[config.mk]
export PLATFORM = sky130hd
export DESIGN_NAME = priority_select_queue
export DESIGN_NICKNAME = d
export VERILOG_FILES = /design/src/hdl/psq_pkg.sv /design/src/hdl/psq_ram.sv /design/src/hdl/priority_select_queue.sv
export SDC_FILE = /design/constraint.sdc
export NUM_CORES = 1
export LEC_CHECK = 0
export ABC_AREA = 1
export ABC_CLOCK_PERIOD_IN_PS = 4430
export BUFFER_PORTS_ARGS = -buffer_cell sky130_fd_sc_hd__buf_2
export CORE_ASPECT_RATIO = 0.5
export CORE_UTILIZATION = 42
export DETAILED_ROUTE_END_ITERATION = 10
export SLEW_MARGIN = 20
export SYNTH_ARGS = -nofsm -noshare
export SYNTH_HDL_FRONTEND = slang
export SYNTH_HIERARCHICAL = 1
export SYNTH_SLANG_ARGS = --single-unit
[constraint.sdc]
create_clock -name i_clk -period 4.43 [get_ports i_clk]
set_clock_uncertainty 0.15 [all_clocks]
set_input_delay 0.6645 -clock i_clk [delete_from_list [all_inputs] [get_ports i_clk]]
set_output_delay 0.6645 -clock i_clk [all_outputs]
set_load 0.02 [all_outputs]
[src/hdl/psq_pkg.sv]
package psq_pkg;

    localparam int unsigned HANDLE_W = 8;
    localparam int unsigned PRIO_W   = 8;
    localparam int unsigned STATUS_W = 2;
    localparam int unsigned COUNT_W  = 5;

    localparam logic CMD_ENQ = 1'b0;
    localparam logic CMD_DEQ = 1'b1;

    localparam logic [STATUS_W-1:0] STATUS_OK    = 2'd0;
    localparam logic [STATUS_W-1:0] STATUS_EMPTY = 2'd1;
    localparam logic [STATUS_W-1:0] STATUS_FULL  = 2'd2;

    typedef struct packed {
        logic [HANDLE_W-1:0] proc_handle;
        logic [PRIO_W-1:0]   proc_prio;
    } t_entry;

endpackage

[src/hdl/psq_ram.sv]
module psq_ram #(
    parameter int unsigned WIDTH = 16,
    parameter int unsigned DEPTH = 16
) (
    input  logic                     i_clk,
    input  logic                     i_we,
    input  logic [$clog2(DEPTH)-1:0] i_waddr,
    input  logic [WIDTH-1:0]         i_wdata,
    input  logic [$clog2(DEPTH)-1:0] i_raddr,
    output logic [WIDTH-1:0]         o_rdata
);

    logic [WIDTH-1:0] r_mem [DEPTH];
    logic [WIDTH-1:0] r_rdata;

    always_ff @(posedge i_clk) begin
        if (i_we) begin
            r_mem[i_waddr] <= i_wdata;
        end
        r_rdata <= r_mem[i_raddr];
    end

    assign o_rdata = r_rdata;

endmodule

[src/hdl/priority_select_queue.sv]
// Channel   Direction  Handshake                      Payload
// command   in         i_start && !o_busy             i_cmd, i_proc_handle, i_proc_priority
// result    out        o_result_valid (one cycle)     o_status, o_out_handle, o_out_priority,
//                                                     o_count
// config    in         i_cfg_valid && o_cfg_ready     i_cfg_data (fifo_mode)
//
// Enqueue, dequeue on an empty queue and enqueue on a full queue are each served without
// leaving idle and can follow one another back to back; the result appears the cycle after the beat.
// A successful dequeue walks the entries through the single read port of the entry RAM:
// a scan with one priority comparator (only the head entry is read in fifo mode), then a
// gap-closing copy that moves each later entry one place lower, with o_busy held high.
// Reset is synchronous and needs no clearing pass.
// The receiver cannot stall; each result is valid for exactly one cycle.
module priority_select_queue #(
    parameter int unsigned QUEUE_DEPTH = 16
) (
    input  logic                            i_clk,
    input  logic                            i_rst_n,
    input  logic                            i_start,
    output logic                            o_busy,
    input  logic                            i_cmd,
    input  logic [psq_pkg::HANDLE_W-1:0]    i_proc_handle,
    input  logic [psq_pkg::PRIO_W-1:0]      i_proc_priority,
    output logic                            o_result_valid,
    output logic [psq_pkg::STATUS_W-1:0]    o_status,
    output logic [psq_pkg::HANDLE_W-1:0]    o_out_handle,
    output logic [psq_pkg::PRIO_W-1:0]      o_out_priority,
    output logic [psq_pkg::COUNT_W-1:0]     o_count,
    input  logic                            i_cfg_valid,
    output logic                            o_cfg_ready,
    input  logic                            i_cfg_data
);

    localparam int unsigned AW = $clog2(QUEUE_DEPTH);
    localparam int unsigned CW = $clog2(QUEUE_DEPTH + 1);

    localparam logic [1:0] S_IDLE  = 2'd0;
    localparam logic [1:0] S_SCAN  = 2'd1;
    localparam logic [1:0] S_SHIFT = 2'd2;

    logic [1:0]                         r_state, n_state;
    logic [CW-1:0]                      r_count, n_count;
    logic                               r_fifo;
    logic [CW-1:0]                      r_ptr, n_ptr;
    logic [CW-1:0]                      r_last, n_last;
    logic                               r_pend, n_pend;
    logic [CW-1:0]                      r_pidx, n_pidx;
    psq_pkg::t_entry                    r_best, n_best;
    logic [CW-1:0]                      r_best_idx, n_best_idx;
    logic                               r_res_valid, n_res_valid;
    logic [psq_pkg::STATUS_W-1:0]       r_status, n_status;
    logic [psq_pkg::HANDLE_W-1:0]       r_res_handle, n_res_handle;
    logic [psq_pkg::PRIO_W-1:0]         r_res_prio, n_res_prio;
    logic [CW-1:0]                      r_res_count, n_res_count;

    logic                               w_we;
    logic [AW-1:0]                      w_waddr;
    psq_pkg::t_entry                    w_wdata;
    logic [AW-1:0]                      w_raddr;
    psq_pkg::t_entry                    w_rdata;
    logic                               w_better;
    logic                               w_issue;
    logic [CW-1:0]                      w_pidx_m1;
    logic [31:0]                        w_count_ext;

    psq_ram #(
        .WIDTH ($bits(psq_pkg::t_entry)),
        .DEPTH (QUEUE_DEPTH)
    ) u_ram (
        .i_clk   (i_clk),
        .i_we    (w_we),
        .i_waddr (w_waddr),
        .i_wdata (w_wdata),
        .i_raddr (w_raddr),
        .o_rdata (w_rdata)
    );

    // Strictly smaller wins, so the earliest entry is kept on equal priorities.
    assign w_better  = (r_pidx == '0) || (w_rdata.proc_prio < r_best.proc_prio);
    assign w_pidx_m1 = r_pidx - CW'(1);

    always_comb begin
        n_state      = r_state;
        n_count      = r_count;
        n_ptr        = r_ptr;
        n_last       = r_last;
        n_pend       = r_pend;
        n_pidx       = r_pidx;
        n_best       = r_best;
        n_best_idx   = r_best_idx;
        n_res_valid  = 1'b0;
        n_status     = r_status;
        n_res_handle = r_res_handle;
        n_res_prio   = r_res_prio;
        n_res_count  = r_res_count;
        w_we         = 1'b0;
        w_waddr      = '0;
        w_wdata      = '0;
        w_raddr      = r_ptr[AW-1:0];
        w_issue      = 1'b0;

        case (r_state)
            S_IDLE: begin
                if (i_start) begin
                    if (i_cmd == psq_pkg::CMD_ENQ) begin
                        n_res_valid  = 1'b1;
                        n_res_handle = '0;
                        n_res_prio   = '0;
                        if (r_count == CW'(QUEUE_DEPTH)) begin
                            n_status = psq_pkg::STATUS_FULL;
                        end else begin
                            w_we                = 1'b1;
                            w_waddr             = r_count[AW-1:0];
                            w_wdata.proc_handle = i_proc_handle;
                            w_wdata.proc_prio   = i_proc_priority;
                            n_count             = r_count + CW'(1);
                            n_status            = psq_pkg::STATUS_OK;
                        end
                        n_res_count = n_count;
                    end else if (r_count == '0) begin
                        n_res_valid  = 1'b1;
                        n_status     = psq_pkg::STATUS_EMPTY;
                        n_res_handle = '0;
                        n_res_prio   = '0;
                        n_res_count  = r_count;
                    end else begin
                        n_state = S_SCAN;
                        n_ptr   = '0;
                        n_pend  = 1'b0;
                        n_last  = r_fifo ? '0 : (r_count - CW'(1));
                    end
                end
            end
            S_SCAN: begin
                // Reads are issued one per cycle; the data of each read is compared in the cycle after it is issued.
                w_issue = (r_ptr <= r_last);
                if (w_issue) begin
                    n_ptr = r_ptr + CW'(1);
                end
                n_pend = w_issue;
                n_pidx = r_ptr;
                if (r_pend && w_better) begin
                    n_best     = w_rdata;
                    n_best_idx = r_pidx;
                end
                if (!w_issue && r_pend) begin
                    n_state = S_SHIFT;
                    n_ptr   = n_best_idx + CW'(1);
                end
            end
            S_SHIFT: begin
                // Each later entry is read and written back one place lower.
                w_issue = (r_ptr < r_count);
                if (w_issue) begin
                    n_ptr = r_ptr + CW'(1);
                end
                n_pend = w_issue;
                n_pidx = r_ptr;
                if (r_pend) begin
                    w_we    = 1'b1;
                    w_waddr = w_pidx_m1[AW-1:0];
                    w_wdata = w_rdata;
                end
                if (!w_issue && !r_pend) begin
                    n_state      = S_IDLE;
                    n_count      = r_count - CW'(1);
                    n_res_valid  = 1'b1;
                    n_status     = psq_pkg::STATUS_OK;
                    n_res_handle = r_best.proc_handle;
                    n_res_prio   = r_best.proc_prio;
                    n_res_count  = n_count;
                end
            end
            default: begin
                n_state = S_IDLE;
            end
        endcase
    end

    always_ff @(posedge i_clk) begin
        if (!i_rst_n) begin
            r_state     <= S_IDLE;
            r_count     <= '0;
            r_fifo      <= 1'b0;
            r_pend      <= 1'b0;
            r_res_valid <= 1'b0;
        end else begin
            r_state     <= n_state;
            r_count     <= n_count;
            r_pend      <= n_pend;
            r_res_valid <= n_res_valid;
            if (i_cfg_valid) begin
                r_fifo <= i_cfg_data;
            end
        end
    end

    always_ff @(posedge i_clk) begin
        r_ptr        <= n_ptr;
        r_last       <= n_last;
        r_pidx       <= n_pidx;
        r_best       <= n_best;
        r_best_idx   <= n_best_idx;
        r_status     <= n_status;
        r_res_handle <= n_res_handle;
        r_res_prio   <= n_res_prio;
        r_res_count  <= n_res_count;
    end

    // The count port shows the held count modulo 32.
    assign w_count_ext = 32'(r_res_count);

    assign o_busy              = (r_state != S_IDLE);
    assign o_result_valid      = r_res_valid;
    assign o_status            = r_status;
    assign o_out_handle        = r_res_handle;
    assign o_out_priority      = r_res_prio;
    assign o_count             = w_count_ext[psq_pkg::COUNT_W-1:0];
    assign o_cfg_ready         = 1'b1;

endmodule

Yosys cells after proc, flatten, opt, wreduce, memory -nomap -nowiden
Memories as Yosys holds them, arrays and structs flattened. A register that Yosys moved wholly into a read port is not among the register bits. Index checks and enable logic that the tools add are counted.

Logic and storage cells: 120. Memory bits (writable): 256. Memories: 1. Register bits after elaboration: 69.

Add/sub/neg operators: 5. Bitwise logic cells: 1. Reduce and logical (&&, ||, !) cells: 21. Magnitude comparators: 3. Equality and inequality tests: 12. Multiplexer cells: 62.

Memory list: u_ram.r_mem (words 16, width 16, read ports 1, clocked after memory_dff 1, wr ports 1, RTL line psq_ram.sv:13) `logic [WIDTH-1:0] r_mem [DEPTH];`.

Operator list (count): 2-to-1 mux 5 bit (15); 2-to-1 mux 16 bit (4); 2-to-1 mux 8 bit (5); one-hot mux 16 bit (2 select lines) (1); one-hot mux 8 bit (2 select lines) (2); one-hot mux 5 bit (2 select lines) (2); 2-to-1 mux 2 bit (9); 2-to-1 mux 4 bit (4); AND reduction 4 bit (4); adder 5 x 1 -> 5 bit (second input constant) (3); one-hot mux 5 bit (3 select lines) (1); != test 2 bit (second input constant) (7); 2-to-1 mux 1 bit (13); logical NOT 5 bit (2); < comparator 8 bit (1); one-hot mux 4 bit (2 select lines) (1); != test 3 bit (second input constant) (2); one-hot mux 2 bit (3 select lines) (1); AND reduction 6 bit (1); == test 5 bit (second input constant) (1); less-or-equal comparator 5 bit (1); < comparator 5 bit (1); AND reduction 5 bit (1); subtractor 5 x 1 -> 5 bit (second input constant) (1); 15 further kinds (21).

Logic depth before layout (Yosys ltp)
Depth in word-level cells: 8. Depth in mapped cells: 19.

Cells and area by module
The synthesis kept the hierarchy.

By module, submodules not included: psq_ram (seq. area each 8007.7 µm², times used 1, area each 11380.9 µm², cells each 1074); priority_select_queue (seq. area each 1971.9 µm², times used 1, area each 3746.1 µm², cells each 383).

Least setup slack after synthesis
OpenSTA, ideal clock, no wires.

Path type: reg2reg. Start: register r_state[0]. End: memory u_ram.r_mem[12][0], enable pin. Period minus slack after synthesis: 3.036 ns. Buffers on the path: 1. Setup slack: 1.394 ns. Required time: 3.892 ns. Cell stages (with the launch flop): 10. Arrival time: 2.497 ns. Cell sequence: dfxtp_1 inv_1 ha_1 inv_2 nor3_2 buf_2 inv_2 o22ai_1 nand3_1 nor2_1.

Elaborated cells on any way between the ends: 6. Those cells by class: 1 x eq/ne; 4 x mux; 1 x reduce/logical.

RTL lines: start, declared (RTL line priority_select_queue.sv:41) `logic [1:0] r_state, n_state;`; start signal, assigned (RTL line priority_select_queue.sv:188) `r_state <= n_state;`; == test 2 bit / logical NOT 2 bit (equally long branches) (RTL line priority_select_queue.sv:102) `case (r_state)`; one-hot mux 4 bit (2 select lines) (*) (RTL line priority_select_queue.sv:102); via w_waddr[3] (RTL line priority_select_queue.sv:57) `logic [AW-1:0] w_waddr;`; end, declared (RTL line psq_ram.sv:13).

Mark *: on every way through the listed nets, which the timed path passes. The rest lies on a longest branch.

Worst setup path in the final report
Start: register r_state[0]. End: memory u_ram.r_mem[14][4], enable pin.

The elaborated chain is that of the path after synthesis.

==> results.cfg <==
[setup_path]
r2r_start = r_state[0]$_SDFFE_PN0P_
critPathLaunchType = flip-flop
cp_data_required_time_ps = 4480
cp-end-kind = flip-flop
startpoint = r_state[0]$_SDFFE_PN0P_
cp_max_fo = 29
worstSetupPathType = flip-flop to flip-flop
crit_arrival_ps = 3750

[floorplanning]
die_h_um = 136
core_um2 = 35000
die_x_um = 270
rows = 48
dieArea_um2 = 36800
initial_core_util_pct = 43.3
io_pins = 48

[synth]
synth-seq-area-share_pct = 66.0
avgSynthCellArea_um2 = 10.4
yosysWarnings = 6
syn-cell-area_um2 = 15100
synthCells = 1457
ys_seq_elements = 341
syn-num-nets = 1505
synth.distinct_cells = 37

[timing]
finalSetupTns_ps = 0
period_share_pct = 83.5
rsz0062_at_grt = false
finalSetupViolCount = 0
worstMarginPinSlew_ps = 1050
period_needed_ps = 3700
maxSlewHeadroom_pct = 30.2
fmax_ghz = 0.270
slew_violations = 0
hold_viol = 0

[outcome]
status = complete, no violations

[clock_network]
root_buffer = clkbuf_16
cts_resized = 0
cts_setup_buffers = 0
clock_tree.buffer_depth = 3
cts_tree = built
h-tree-depth = 1
clk_latency_ps = 600
cts_hold_buf = 0
cts_sinks = 341
path_clk_slew_ps = 70
cts_buffers = 31

[placement]
place_congestion = 0.912
port_buffers = 46
dp_cells = 1936
hpwl_um = 23000

[drt]
dr.first_iter.drc_count = 904
wl_um = 36200
drc_errors = 0
wl_per_cell_um = 18.2
vias_per_cell = 5.14
drt-pass1-iter-count = 6
ant_nets = 0
vias = 10200

[worst_hold_path]
min_from = i_cfg_valid
hold_path_class = primary input to flip-flop

[pwr]
p_per_area_nw_per_um2 = 571
total_power_uw = 9560
leakagePower_uw = 0.00718
vdd_drop_max_uv = 364

[global_route]
track_usage_pct = 19.7
antenna_found_initial = 0
overflow = 0
grt_pass1_vias = 9730
grt_max_degree = 83
grt_pass1_wl_um = 55100

[layout]
syn2layout_area_growth_pct = 10.7
drive_above_1_share_pct = 10.5
nets = 1542
multi_input_area_um2 = 3840
n_antenna_cell = 0
num-fill-cells = 3170
register_area_um2 = 9980
final_cell_mix = 411 x nand2_1, 315 x edfxtp_1, 250 x inv_1
layoutNonFillerInstCount = 1990
final_common_cell = nand2_1

[run]
cap_violations = 0
-- routing by layer --
metal	global-route usage (%)	part of all wire, %	vias to the layer above
met3	3.71	7.6	60
met5	0	0	-
met4	6.15	2.8	0
met2	31.6	45	390
li1	-	-	4856
met1	27.3	45	4913
-- critical path, stage by stage (launching register included) --
cell and delay, ps:
dfxtp_1 330, inv_1 90, ha_1 150, buf_4 290
nand2_1 210, inv_1 440, nand2_1 110, o22ai_1 450
nand3_1 290, nor2_2 800
-- registers in the layout (all words and copies together) (netlist names), 8 cells and up --
signal / count
o_out_handle: 8
r_best: 16
o_out_priority: 8
u_ram/r_mem: 256
u_ram/o_rdata: 16
-- per-stage QoR --
step	util (%)	hold WS [ps]	worst slack (ps)	instance area [um^2]
after floorplan	-	258	1390	15100
after global placement	45.2	271	1000	15800
after detailed placement	45.2	284	826	15800
after CTS	47.9	100	803	16700
after global routing	47.9	111	475	16700
final	47.9	120	732	16700
-- cell type report --
type / instances / share of cell area, %
flip-flops and latches: 341 / 59.6
multi-input cells: 790 / 22.9
inverters: 266 / 5.98
clock buffers: 42 / 5.24
well taps: 475 / 3.55
repair buffers: 64 / 2.26
clock inverters: 12 / 0.448
-- worst paths after layout --
check	endpoint	slack, ps	depth (start not counted)
worst max-delay path	u_ram/r_mem[14][4]$_DFFE_PP_	730	9
worst min-delay path	r_fifo$_SDFFE_PN0P_	120	2
worst max register to register	u_ram/r_mem[14][4]$_DFFE_PP_	730	9
worst min register to register	r_best[8]$_DFFE_PP_	300	0
-- logic make-up after synthesis --
kind of cell | Yosys count | share of synthesized area (%)
buffers and inverters | 326 | 8.91
AO/OA/AOI/OAI | 71 | 3.15
AND/OR/NAND/NOR | 684 | 19.3
XOR/XNOR | 8 | 0.463
other | 1 | 0.0248
adder cells (fa/ha/maj) | 26 | 2.15
flip-flops | 341 | 66.0
-- where the power goes --
group / total (uW) / switching [uW] / leakage (uW) / internal, uW
logic: 2740 / 1970 / 0.00357 / 769
clock network: 2550 / 1170 / 0.000473 / 1390
registers: 4260 / 219 / 0.00314 / 4040
total: 9560 / 3360 / 0.00718 / 6200
-- cells in the mapped netlist, drive strengths merged --
| cell type | number | area, um^2 |
|---|---|---|
| o221ai | 6 | 52.6 |
| a32o | 15 | 150 |
| a211oi | 2 | 15.0 |
| inv | 266 | 998 |
| a31oi | 3 | 18.8 |
| o22ai | 3 | 18.8 |
| nand3 | 211 | 1060 |
| or2 | 7 | 46.3 |
| nor3 | 4 | 30.0 |
| edfxtp | 315 | 9460 |
| dfxtp | 26 | 521 |
| nand2 | 419 | 1600 |
| a21oi | 20 | 100 |
| xor2 | 5 | 43.8 |
| clkbuf | 12 | 45.0 |
| buf | 48 | 304 |
| nor2 | 37 | 149 |
| o21ai | 22 | 121 |
| nand3b | 2 | 15.0 |
| xnor2 | 3 | 26.3 |
| nand4 | 4 | 25.0 |
| conb | 1 | 3.75 |
| ha | 26 | 325 |
(Power assumes the default switching activity.)
